===== src/design/septet_to_octet_packer_core_macros.svh =====
// Assertion macros used by the packer top-level design file.
`ifndef SEPTET_TO_OCTET_PACKER_CORE_MACROS_SVH
`define SEPTET_TO_OCTET_PACKER_CORE_MACROS_SVH

// Checks that the consequent holds in the same cycle as the antecedent.
`define S2O_ASSERT_NOW(label, clk, rst_n, ante, cons, msg) \
    label: assert property (@(posedge clk) disable iff (!rst_n) (ante) |-> (cons)) \
        else $error(msg);

// Checks that the consequent holds in the cycle after the antecedent.
`define S2O_ASSERT_NEXT(label, clk, rst_n, ante, cons, msg) \
    label: assert property (@(posedge clk) disable iff (!rst_n) (ante) |=> (cons)) \
        else $error(msg);

`endif


===== src/design/s2o_pkg.sv =====
`timescale 1ns / 1ps

package s2o_pkg;

    // Field widths and constants of the packing scheme.
    localparam int SEPTET_BITS = 7;
    localparam int OCTET_BITS  = 8;
    localparam int COUNT_BITS  = 8;
    localparam int CARRY_LEN_W = 3;
    localparam int IN_TDATA_W  = 8;
    localparam int OUT_TDATA_W = 16;
    localparam logic [SEPTET_BITS-1:0] SEPTET_MASK = 7'h7F;
    localparam logic [COUNT_BITS-1:0]  COUNT_MAX   = 8'hFF;

    // One queue entry: one or two octets produced by a single character.
    typedef struct packed {
        logic [OCTET_BITS-1:0] octet_a;
        logic [COUNT_BITS-1:0] count_a;
        logic                  last_a;
        logic                  has_b;
        logic [OCTET_BITS-1:0] octet_b;
        logic [COUNT_BITS-1:0] count_b;
    } s2o_entry_t;

    // Queue status seen by the front and back parts.
    typedef struct packed {
        logic full;
        logic empty;
    } s2o_qstat_t;

    // Front state made visible for checking.
    typedef struct packed {
        logic [CARRY_LEN_W-1:0] carry_len;
        logic [COUNT_BITS-1:0]  emitted;
    } s2o_fstat_t;

endpackage


===== src/design/s2o_front.sv =====
`timescale 1ns / 1ps

module s2o_front (
    input  logic                              clk,
    input  logic                              rst_n,
    input  logic                              s_axis_tvalid,
    output logic                              s_axis_tready,
    input  logic [s2o_pkg::SEPTET_BITS-1:0]   char_code,
    input  logic                              last_char,
    input  s2o_pkg::s2o_qstat_t               q_stat,
    output logic                              push,
    output s2o_pkg::s2o_entry_t               push_entry,
    output s2o_pkg::s2o_fstat_t               f_stat
);
    import s2o_pkg::*;

    logic [SEPTET_BITS-1:0] carry_bits_reg, carry_bits_next;
    logic [CARRY_LEN_W-1:0] carry_len_reg, carry_len_next;
    logic [COUNT_BITS-1:0]  count_reg, count_next;

    logic [2*SEPTET_BITS-1:0] acc;
    logic [CARRY_LEN_W:0]     sum_len;
    logic [CARRY_LEN_W:0]     rem_len;
    logic [SEPTET_BITS-1:0]   rem_bits;
    logic                     emit_full;
    logic                     emit_flush;
    logic [COUNT_BITS-1:0]    cnt_a;
    logic [COUNT_BITS-1:0]    cnt_b;
    logic                     accept;

    assign s_axis_tready = !q_stat.full;
    assign accept        = s_axis_tvalid && s_axis_tready;

    // Place the new character above the carried bits.
    always_comb
    begin
        acc = {{SEPTET_BITS{1'b0}}, carry_bits_reg}
            | ({{SEPTET_BITS{1'b0}}, char_code & SEPTET_MASK} << carry_len_reg);
        sum_len   = {1'b0, carry_len_reg} + (CARRY_LEN_W+1)'(SEPTET_BITS);
        emit_full = sum_len >= (CARRY_LEN_W+1)'(OCTET_BITS);
        if (emit_full)
        begin
            rem_bits = SEPTET_BITS'(acc >> OCTET_BITS);
            rem_len  = sum_len - (CARRY_LEN_W+1)'(OCTET_BITS);
        end
        else
        begin
            rem_bits = acc[SEPTET_BITS-1:0];
            rem_len  = sum_len;
        end
        emit_flush = last_char && (rem_len != '0);
    end

    // Running counts for the octets of this character, saturating.
    always_comb
    begin
        cnt_a = (count_reg == COUNT_MAX) ? COUNT_MAX : count_reg + 1'b1;
        cnt_b = (cnt_a == COUNT_MAX) ? COUNT_MAX : cnt_a + 1'b1;
    end

    // Build the queue entry; a lone flush octet goes into the first slot.
    always_comb
    begin
        push_entry.count_a = cnt_a;
        push_entry.count_b = cnt_b;
        push_entry.octet_b = {1'b0, rem_bits};
        if (emit_full)
        begin
            push_entry.octet_a = acc[OCTET_BITS-1:0];
            push_entry.last_a  = last_char && !emit_flush;
            push_entry.has_b   = emit_flush;
        end
        else
        begin
            push_entry.octet_a = {1'b0, rem_bits};
            push_entry.last_a  = 1'b1;
            push_entry.has_b   = 1'b0;
        end
        push = accept && (emit_full || last_char);
    end

    // Next carry state; the last character starts a new message.
    always_comb
    begin
        carry_bits_next = carry_bits_reg;
        carry_len_next  = carry_len_reg;
        count_next      = count_reg;
        if (accept)
        begin
            if (last_char)
            begin
                carry_bits_next = '0;
                carry_len_next  = '0;
                count_next      = '0;
            end
            else
            begin
                carry_bits_next = rem_bits;
                carry_len_next  = rem_len[CARRY_LEN_W-1:0];
                count_next      = emit_full ? cnt_a : count_reg;
            end
        end
    end

    always_ff @(posedge clk or negedge rst_n)
    begin
        if (!rst_n)
        begin
            carry_bits_reg <= '0;
            carry_len_reg  <= '0;
            count_reg      <= '0;
        end
        else
        begin
            carry_bits_reg <= carry_bits_next;
            carry_len_reg  <= carry_len_next;
            count_reg      <= count_next;
        end
    end

    assign f_stat.carry_len = carry_len_reg;
    assign f_stat.emitted   = count_reg;

endmodule


===== src/design/s2o_queue.sv =====
`timescale 1ns / 1ps

module s2o_queue #(
    parameter int DEPTH = 4
) (
    input  logic                clk,
    input  logic                rst_n,
    input  logic                push,
    input  s2o_pkg::s2o_entry_t push_entry,
    input  logic                pop,
    output s2o_pkg::s2o_entry_t head_entry,
    output s2o_pkg::s2o_qstat_t q_stat
);
    import s2o_pkg::*;

    localparam int PTR_W = (DEPTH > 1) ? $clog2(DEPTH) : 1;
    localparam int LVL_W = $clog2(DEPTH + 1);

    s2o_entry_t         slots_reg [DEPTH];
    logic [PTR_W-1:0]   wr_ptr_reg, wr_ptr_next;
    logic [PTR_W-1:0]   rd_ptr_reg, rd_ptr_next;
    logic [LVL_W-1:0]   level_reg, level_next;
    logic               do_push;
    logic               do_pop;

    assign q_stat.full  = (level_reg == LVL_W'(DEPTH));
    assign q_stat.empty = (level_reg == '0);
    assign do_push      = push && !q_stat.full;
    assign do_pop       = pop && !q_stat.empty;
    assign head_entry   = slots_reg[rd_ptr_reg];

    // Pointer and fill level update.
    always_comb
    begin
        wr_ptr_next = wr_ptr_reg;
        rd_ptr_next = rd_ptr_reg;
        level_next  = level_reg;
        if (do_push)
        begin
            wr_ptr_next = (wr_ptr_reg == PTR_W'(DEPTH - 1)) ? '0 : wr_ptr_reg + 1'b1;
        end
        if (do_pop)
        begin
            rd_ptr_next = (rd_ptr_reg == PTR_W'(DEPTH - 1)) ? '0 : rd_ptr_reg + 1'b1;
        end
        if (do_push && !do_pop)
        begin
            level_next = level_reg + 1'b1;
        end
        else if (do_pop && !do_push)
        begin
            level_next = level_reg - 1'b1;
        end
    end

    always_ff @(posedge clk or negedge rst_n)
    begin
        if (!rst_n)
        begin
            wr_ptr_reg <= '0;
            rd_ptr_reg <= '0;
            level_reg  <= '0;
        end
        else
        begin
            wr_ptr_reg <= wr_ptr_next;
            rd_ptr_reg <= rd_ptr_next;
            level_reg  <= level_next;
        end
    end

    // Entry storage needs no reset.
    always_ff @(posedge clk)
    begin
        if (do_push)
        begin
            slots_reg[wr_ptr_reg] <= push_entry;
        end
    end

endmodule


===== src/design/s2o_back.sv =====
`timescale 1ns / 1ps

module s2o_back (
    input  logic                              clk,
    input  logic                              rst_n,
    input  s2o_pkg::s2o_entry_t               head_entry,
    input  s2o_pkg::s2o_qstat_t               q_stat,
    output logic                              pop,
    output logic                              m_axis_tvalid,
    input  logic                              m_axis_tready,
    output logic [s2o_pkg::OUT_TDATA_W-1:0]   m_axis_tdata,
    output logic                              m_axis_tlast
);
    import s2o_pkg::*;

    logic phase_reg, phase_next;
    logic out_accept;

    assign m_axis_tvalid = !q_stat.empty;
    assign out_accept    = m_axis_tvalid && m_axis_tready;

    // Select the first or second octet of the head entry.
    always_comb
    begin
        if (phase_reg)
        begin
            m_axis_tdata = {head_entry.count_b, head_entry.octet_b};
            m_axis_tlast = 1'b1;
        end
        else
        begin
            m_axis_tdata = {head_entry.count_a, head_entry.octet_a};
            m_axis_tlast = head_entry.last_a;
        end
    end

    // Release the entry after its final octet has gone out.
    always_comb
    begin
        phase_next = phase_reg;
        pop        = 1'b0;
        if (out_accept)
        begin
            if (head_entry.has_b && !phase_reg)
            begin
                phase_next = 1'b1;
            end
            else
            begin
                phase_next = 1'b0;
                pop        = 1'b1;
            end
        end
    end

    always_ff @(posedge clk or negedge rst_n)
    begin
        if (!rst_n)
        begin
            phase_reg <= 1'b0;
        end
        else
        begin
            phase_reg <= phase_next;
        end
    end

endmodule


===== src/design/septet_to_octet_packer_core.sv =====
`timescale 1ns / 1ps

// Packs 7-bit characters into octets, least significant bit first, as in SMS
// default-alphabet packing. One character is accepted every cycle while the
// internal queue has room; the output side delivers one octet per cycle
// while the queue holds entries and m_axis_tready is high. A character gives
// zero or one octet, except a final character that both completes an octet
// and leaves bits over for a flush octet, which gives two, both sent from one
// queue entry. The entry queue between the character front end and the octet
// back end (FIFO_DEPTH entries) absorbs output stalls, so input is only held
// off once that queue is full. A message of n characters gives ceil(7n/8)
// octets; each octet carries a running count that saturates at 255.
module septet_to_octet_packer_core #(
    parameter int FIFO_DEPTH = 4  // queue entries, 2 or more
) (
    input  logic                              clk,
    input  logic                              rst_n,
    input  logic                              s_axis_tvalid,
    output logic                              s_axis_tready,
    // [6:0] char_code, [7] zero
    input  logic [s2o_pkg::IN_TDATA_W-1:0]    s_axis_tdata,
    input  logic                              s_axis_tlast,
    output logic                              m_axis_tvalid,
    input  logic                              m_axis_tready,
    // [7:0] packed_octet, [15:8] octet_count
    output logic [s2o_pkg::OUT_TDATA_W-1:0]   m_axis_tdata,
    output logic                              m_axis_tlast
);
    import s2o_pkg::*;

    `include "septet_to_octet_packer_core_macros.svh"

    logic       push;
    logic       pop;
    s2o_entry_t push_entry;
    s2o_entry_t head_entry;
    s2o_qstat_t q_stat;
    s2o_fstat_t f_stat;

    // Character front end: packing and classification.
    s2o_front u_front (
        .clk           (clk),
        .rst_n         (rst_n),
        .s_axis_tvalid (s_axis_tvalid),
        .s_axis_tready (s_axis_tready),
        .char_code     (s_axis_tdata[SEPTET_BITS-1:0]),
        .last_char     (s_axis_tlast),
        .q_stat        (q_stat),
        .push          (push),
        .push_entry    (push_entry),
        .f_stat        (f_stat)
    );

    // Entry queue between the two sides.
    s2o_queue #(
        .DEPTH (FIFO_DEPTH)
    ) u_queue (
        .clk        (clk),
        .rst_n      (rst_n),
        .push       (push),
        .push_entry (push_entry),
        .pop        (pop),
        .head_entry (head_entry),
        .q_stat     (q_stat)
    );

    // Octet back end.
    s2o_back u_back (
        .clk           (clk),
        .rst_n         (rst_n),
        .head_entry    (head_entry),
        .q_stat        (q_stat),
        .pop           (pop),
        .m_axis_tvalid (m_axis_tvalid),
        .m_axis_tready (m_axis_tready),
        .m_axis_tdata  (m_axis_tdata),
        .m_axis_tlast  (m_axis_tlast)
    );

    // A final character always leaves the front end with an empty carry.
    `S2O_ASSERT_NEXT(a_last_clears, clk, rst_n, s_axis_tvalid && s_axis_tready && s_axis_tlast, (f_stat.carry_len == '0) && (f_stat.emitted == '0), "carry not cleared after last item")
    // Every delivered octet carries a count of at least one.
    `S2O_ASSERT_NOW(a_count_nonzero, clk, rst_n, m_axis_tvalid, m_axis_tdata[OUT_TDATA_W-1:OCTET_BITS] != '0, "octet count is zero")
    // A push is never issued into a full queue.
    `S2O_ASSERT_NOW(a_no_overflow, clk, rst_n, q_stat.full, !push, "push into full queue")

endmodule

===== config.mk =====
export PLATFORM = sky130hd
export DESIGN_NAME = septet_to_octet_packer_core
export DESIGN_NICKNAME = d
export VERILOG_FILES = /design/src/design/s2o_pkg.sv /design/src/design/s2o_front.sv /design/src/design/s2o_queue.sv /design/src/design/s2o_back.sv /design/src/design/septet_to_octet_packer_core.sv
export VERILOG_INCLUDE_DIRS = /design/src /design/src/design
export SDC_FILE = /design/constraint.sdc
export NUM_CORES = 1
export LEC_CHECK = 0
export CAP_MARGIN = 20
export CELL_PAD_IN_SITES_DETAIL_PLACEMENT = 1
export CELL_PAD_IN_SITES_GLOBAL_PLACEMENT = 2
export CORE_ASPECT_RATIO = 1.1
export CORE_UTILIZATION = 50
export CTS_CLUSTER_DIAMETER = 40
export DETAILED_ROUTE_END_ITERATION = 7
export DONT_BUFFER_PORTS = 1
export MAX_ROUTING_LAYER = met4
export PLACE_DENSITY = 0.93
export SYNTH_ARGS = -nofsm -noshare
export SYNTH_HDL_FRONTEND = slang
export SYNTH_SLANG_ARGS = --single-unit

===== constraint.sdc =====
create_clock -name clk -period 5.8 [get_ports clk]
set_clock_uncertainty 0.2 [all_clocks]
set_input_delay 1.74 -clock clk [delete_from_list [all_inputs] [get_ports clk]]
set_output_delay 1.74 -clock clk [all_outputs]
set_load 0.01 [all_outputs]

**Word level (Yosys, flattened, before mapping)**

Memories as Yosys holds them, arrays and structs flattened.
Index checks and enable logic that the tools add are counted.

- Add/subtract/negate cells: 8
- Multipliers: 0
- Divide/modulo/power cells: 0
- Order comparisons: 1
- Equal/unequal tests: 5
- Shift operators: 1
- Muxes and demuxes: 21
- Bitwise operators: 1
- Reductions and logical operators: 22

Operators by type and width:

| kind | number |
|---|---|
| 8-bit two-way mux | 5 |
| 8-bit by 1-bit adder with 8-bit output, second input constant | 2 |
| 8-bit == test, second input constant | 2 |
| 16-bit two-way mux | 1 |
| 7-bit two-way mux | 2 |
| 7-bit by 14-bit OR with 14-bit output | 1 |
| 7-bit by 3-bit left shift with 14-bit output | 1 |
| 1-bit logical AND | 10 |
| 3-bit two-way mux | 3 |
| 1-bit zero test | 6 |
| 1-bit two-way mux | 6 |
| 2-bit two-way mux | 3 |
| 2-bit by 1-bit adder with 2-bit output, second input constant | 2 |
| 3-bit by 3-bit adder with 4-bit output, second input constant | 1 |
| 2-bit == test, second input constant | 2 |
| 4-bit >= comparator, second input constant | 1 |
| 4-bit two-way mux | 1 |
| 2-bit nonzero test | 2 |
| 4-bit nonzero test | 1 |
| 4-bit subtractor, second input constant | 1 |
| 3-bit by 1-bit adder with 3-bit output, second input constant | 1 |
| 3-bit == test, second input constant | 1 |
| 3-bit zero test | 1 |
| 3-bit by 1-bit subtractor with 3-bit output, second input constant | 1 |
| other kinds (2) | 2 |

- Register bits after elaboration: 26
- Bits in latches: 0
- RAM bits: 132
- Memory bits (read-only): 0
- Bits of input ports: 13
- Output and inout bits: 19
- Word-level logic and storage cells: 67
- Memories: 1

Memory list:

| name | words | width | rd ports | clocked after memory_dff | write ports | RTL line | text |
|---|---|---|---|---|---|---|---|
| u_queue.slots_reg | 4 | 33 | 1 | 0 | 1 | s2o_queue.sv:19 | `s2o_entry_t slots_reg [DEPTH];` |

**Logic depth before layout (Yosys ltp)**

- Depth after elaboration: 9
- Mapped depth: 13
- Depth with buffers taken out: 10

**Modules after synthesis**

From an unflattened synthesis, not the netlist that was laid out.

- Cell total of the unflattened synthesis: 453
- Area, all modules: 7,288.2 µm²

By module, submodules not included:

| module | times used | cells each | area an instance (µm²) | sequential area each (µm²) |
|---|---|---|---|---|
| s2o_queue | 1 | 215 | 5,346.4 | 4,259.1 |
| s2o_front | 1 | 213 | 1,635.3 | 450.4 |
| s2o_back | 1 | 25 | 306.5 | 25.0 |

**Worst setup path after synthesis**

Ideal clock, no wire load.

- Kind: input -> register
- Start: input port s_axis_tlast
- End: memory u_queue.slots_reg[0][0] in the netlist's numbering (enable)
- Setup time: 393 ps
- Arrival: 3,310 ps
- Data required time: 5,207 ps
- Slack: 1,897 ps
- Cell stages on the path: 6
- Buffers on the path: 2
- Cells stage by stage: clkbuf_1 -> nor2_1 -> or2_1 -> buf_2 -> inv_2 -> and2_1

- Cells in the longest elaborated chain, start to end: 5

RTL lines:

| element | RTL line | text |
|---|---|---|
| start, declared | septet_to_octet_packer_core.sv:22 | `input logic s_axis_tlast,` |
| 1-bit logical OR | s2o_front.sv:79 | `push = accept && (emit_full \|\| last_char);` |
| 1-bit logical AND | s2o_front.sv:79 |  |
| 1-bit logical AND | s2o_queue.sv:28 | `assign do_push = push && !q_stat.full;` |
| via u_queue.do_push | s2o_queue.sv:23 | `logic do_push;` |
| 1-bit two-way mux | s2o_queue.sv:75 | `if (do_push)` |
| 1-bit two-way mux (implied by the code) | s2o_queue.sv:77 | `slots_reg[wr_ptr_reg] <= push_entry;` |
| end, declared | s2o_queue.sv:19 |  |

The timed path passes the listed nets, and every way through them passes these cells.

**Final worst setup path**

- Start: register u_queue.rd_ptr_reg[0]
- End: output port m_axis_tdata[6] in the netlist's numbering

- Cells in the longest elaborated chain, start to end: 2

RTL lines:

| element | RTL line | text |
|---|---|---|
| start, declared | s2o_queue.sv:21 | `logic [PTR_W-1:0] rd_ptr_reg, rd_ptr_next;` |
| start signal, assigned | s2o_queue.sv:67 | `rd_ptr_reg <= rd_ptr_next;` |
| memory read 4 x 33 bit | -- |  |
| 16-bit two-way mux | s2o_back.sv:25 | `if (phase_reg)` |
| end, declared | septet_to_octet_packer_core.sv:26 | `output logic [s2o_pkg::OUT_TDATA_W-1:0] m_axis_tdata,` |

Every way passes these cells.

==> impl_results.md <==
* Run status: complete, no violations
* Detail Placement HPWL at roughly 11 mm
* Slew headroom at 0.368
* Crit Reg-Reg Endpoint: u_queue.slots_reg[3][6]
* Ys async rst share at 0.165
* GRT overflow at 0
* Fmax at between 0.2 and 0.25 GHz
* Layout cells sized above 1 at 0.165
* Register Area at roughly 0.0046 sq mm
* Vias in the first global route at 4738
* Startpoint type of the worst setup path: register
* WL per Instance at 23.7 microns
* Mapped cell area at ~0.0071 sq mm
* CTS tree: built
* Final hold violation count at 0
* Die extent in y at 127 microns
* Total clock sinks at 158
* # IOs at 32
* Most used cell along the critical path: nand2_1
* Worst Path Arrival at 2.49 ns
* First-pass GRT wire length at 26.1 mm
* Core area at 0.0139 sq mm
* Sequential cell area fraction in the yosys report at 0.646
* R2R Path Start: u_front.count_reg[0]
* CP cell instances: buf_4 -> mux4_2 -> nand2_1 -> nand2_1
* Yosys cell types at 66
* DRC viols at 0
* Initial Util at 0.516
* Min-delay src: u_queue.level_reg[2]
* Crit share post-route at 0.764
* PostCTS Resize Cnt at 0
* H-tree lvl count at 4
* Drt total wl at 16.5 mm
* CP Max Fanout at 23
* Sum Neg Setup Slack at 0 ns
* MaxCap Viol Count at 0
* Drt initial violations at 368
* Gate Count Post-Synth at 499
* Peak VDD IR at 0.313 mV
* Top cell family by delay on the critical path: flip-flops
* Port-buffer cells at 0
* RSZ-0062 raised after global routing: no
* CP Class: reg -> out
* Pwr Total at approximately 4.4 mW
* Num CTS Buffers at 17
* Die ar. at roughly 0.015 sq mm
* Gpl congestion at 0.847
* # diodes at 0
* FP Rows at 45
* Nets at 520
* WP buf/inv at 1
* Pwr/cell area at 549 mW/mm^2
* Commonest non-fill, non-tap cell in the layout: edfxtp_1
* CTS Buffer Depth at 2
* Most frequent cells in the layout: edfxtp_1, nand2_1, mux4_2
* Min-Delay Endpoint: u_queue.level_reg[2]
* Antenna violations before repair at 0
* Post-synthesis register bit count at 158
* Mean Syn Cell Area at 14.3 sq um
* Die X at 116 microns
* Clk slew on worst S/H paths at 0.06 ns
* Fin crit period at 4.43 ns
* Syn nets at 523
* Postcts setup bufs at 0
* Final Max Tran Viols at 0
* CP Launch Point: u_queue.rd_ptr_reg[0]
* Crit path capture type: primary output
* Number of synthesized flops with an enable pin at 132
* Drt via density at 6.01
* CTS root buffer: clkbuf_16
* HP Class: reg -> reg
* Clock latency on the worst-skew pair at about 0.44 ns
* Total GRT Usage at 0.255
* Worst r2r path cells at 9
* CP max-delay cell: dfrtp_2
* Leak pwr at 2.88 nW
* Fillers at 1318
* Multi-input gate area at 0.00234 sq mm
* Worst R2R Setup Slack at ~2.0 ns
* Pin count of the biggest net entering global routing at 27
* Number of flip-flops in the largest register at 132
* Synth Flop Type: edfxtp_1
* Worst Tran Pin Value at 0.947 ns
* Synth Warn # at 0
* Worst path max stage delay at 0.87 ns
* Finish-stage setup viols at 0
* WHS Path Cells at 1
* DRT antenna net count at 0
* DRT Pass-1 Iters at 6
* Hold_buf cts at 0
* Critical path required time at between 3 and 4 ns
* Area growth, synth to finish at 11.1%
* Via count at 4191
report_power, final:
| group | switching (mW) | total [mW] | internal [mW] |
|---|---|---|---|
| combinational | 0.801 | 1.35 | 0.552 |
| clock | 0.461 | 1.10 | 0.640 |
| sequential | 0.244 | 1.90 | 1.66 |
cells by family (layout without fill, tap and decap cells):
family / Yosys count / in the layout / share of synthesized area
flops: 158 / 158 / 0.646
compound gates: 78 / 78 / 0.0753
xor+xnor: 5 / 5 / 0.00613
mux: 46 / 46 / 0.123
simple gates: 157 / 157 / 0.103
buf+inv: 44 / 54 / 0.0263
fa+ha+maj: 11 / 11 / 0.0203
metrics by stage:
step                      setup WS, ns  hold slack, ns  area, sq um  utilization  cells
after global routing              1.18           0.305         7930        0.573    697
after floorplan                   1.90           0.245         7140            -    499
after detailed placement          1.41           0.273         7350        0.530    665
after global placement            1.51           0.262         7350        0.530    665
final                             1.37           0.280         7930        0.573    697
after CTS                         1.29           0.282         7930        0.573    697
area by class of cell:
cell class,instances,share of cell area
Clock buffer,18,0.0541
Inverter,16,0.00757
Clock inverter,14,0.0199
Timing Repair Buffer,6,0.0120
Tap cell,188,0.0296
Multi-Input combinational cell,297,0.295
Sequential cell,158,0.582
cell usage after synthesis (2+ instances only):
cell,count,area (sq um)
o21bai_1,3,22.5
mux2i_1,8,80.1
inv_1,14,52.6
a31oi_1,3,18.8
a21oi_1,10,50.1
inv_2,2,7.51
clkbuf_1,9,33.8
nand3b_1,3,22.5
nand2_1,80,300
nand3_1,6,30.0
or2_1,3,18.8
xnor2_1,2,17.5
and2_1,7,43.8
a211oi_1,2,15.0
xor2_1,3,26.3
ha_1,10,125
a32o_1,3,30.0
or4_1,2,15.0
a21o_1,6,45.0
o21ai_0,15,75.1
buf_1,5,18.8
or3_1,4,25.0
buf_2,12,60.1
nor2b_1,4,25.0
mux2_1,2,22.5
nor3_1,5,25.0
nand4b_1,2,17.5
nand2b_1,7,43.8
o21ai_1,10,50.1
mux2_2,3,33.8
a22o_1,6,52.6
buf_4,2,15.0
edfxtp_1,132,3960
dfrtp_1,26,651
nand4_1,3,18.8
mux4_2,33,743
nor2_1,22,82.6
a22oi_1,2,15.0
worst max path at each step:
stage                               endpoint  depth (start not counted)
floorplan            u_queue.slots_reg[0][0]                          6
global placement    u_queue.slots_reg[2][22]                          5
detailed placement  u_queue.slots_reg[2][22]                          5
CTS                          m_axis_tdata[8]                          4
global route                 m_axis_tdata[6]                          4
finish                       m_axis_tdata[6]                          4
worst reg2reg max path: stages, from the launching register on:
cell and delay (ns):
dfrtp_1 0.55, ha_1 0.49, nand4_1 0.31, nor2_1 0.31, nand2_1 0.23, nand2b_1 0.31, ha_1 0.33, o211a_1 0.26
nor2b_1 0.25, mux2i_1 0.38
per-layer routing:
layer  vias up  part of all wire  global-route usage
met5         -                 0                   -
met4         0             0.018               0.115
met3        22             0.043              0.0508
met2       105              0.51               0.407
met1      2179              0.43               0.314
li1       1885                 -                   -
Note: power is estimated with default switching activity, not from simulation.
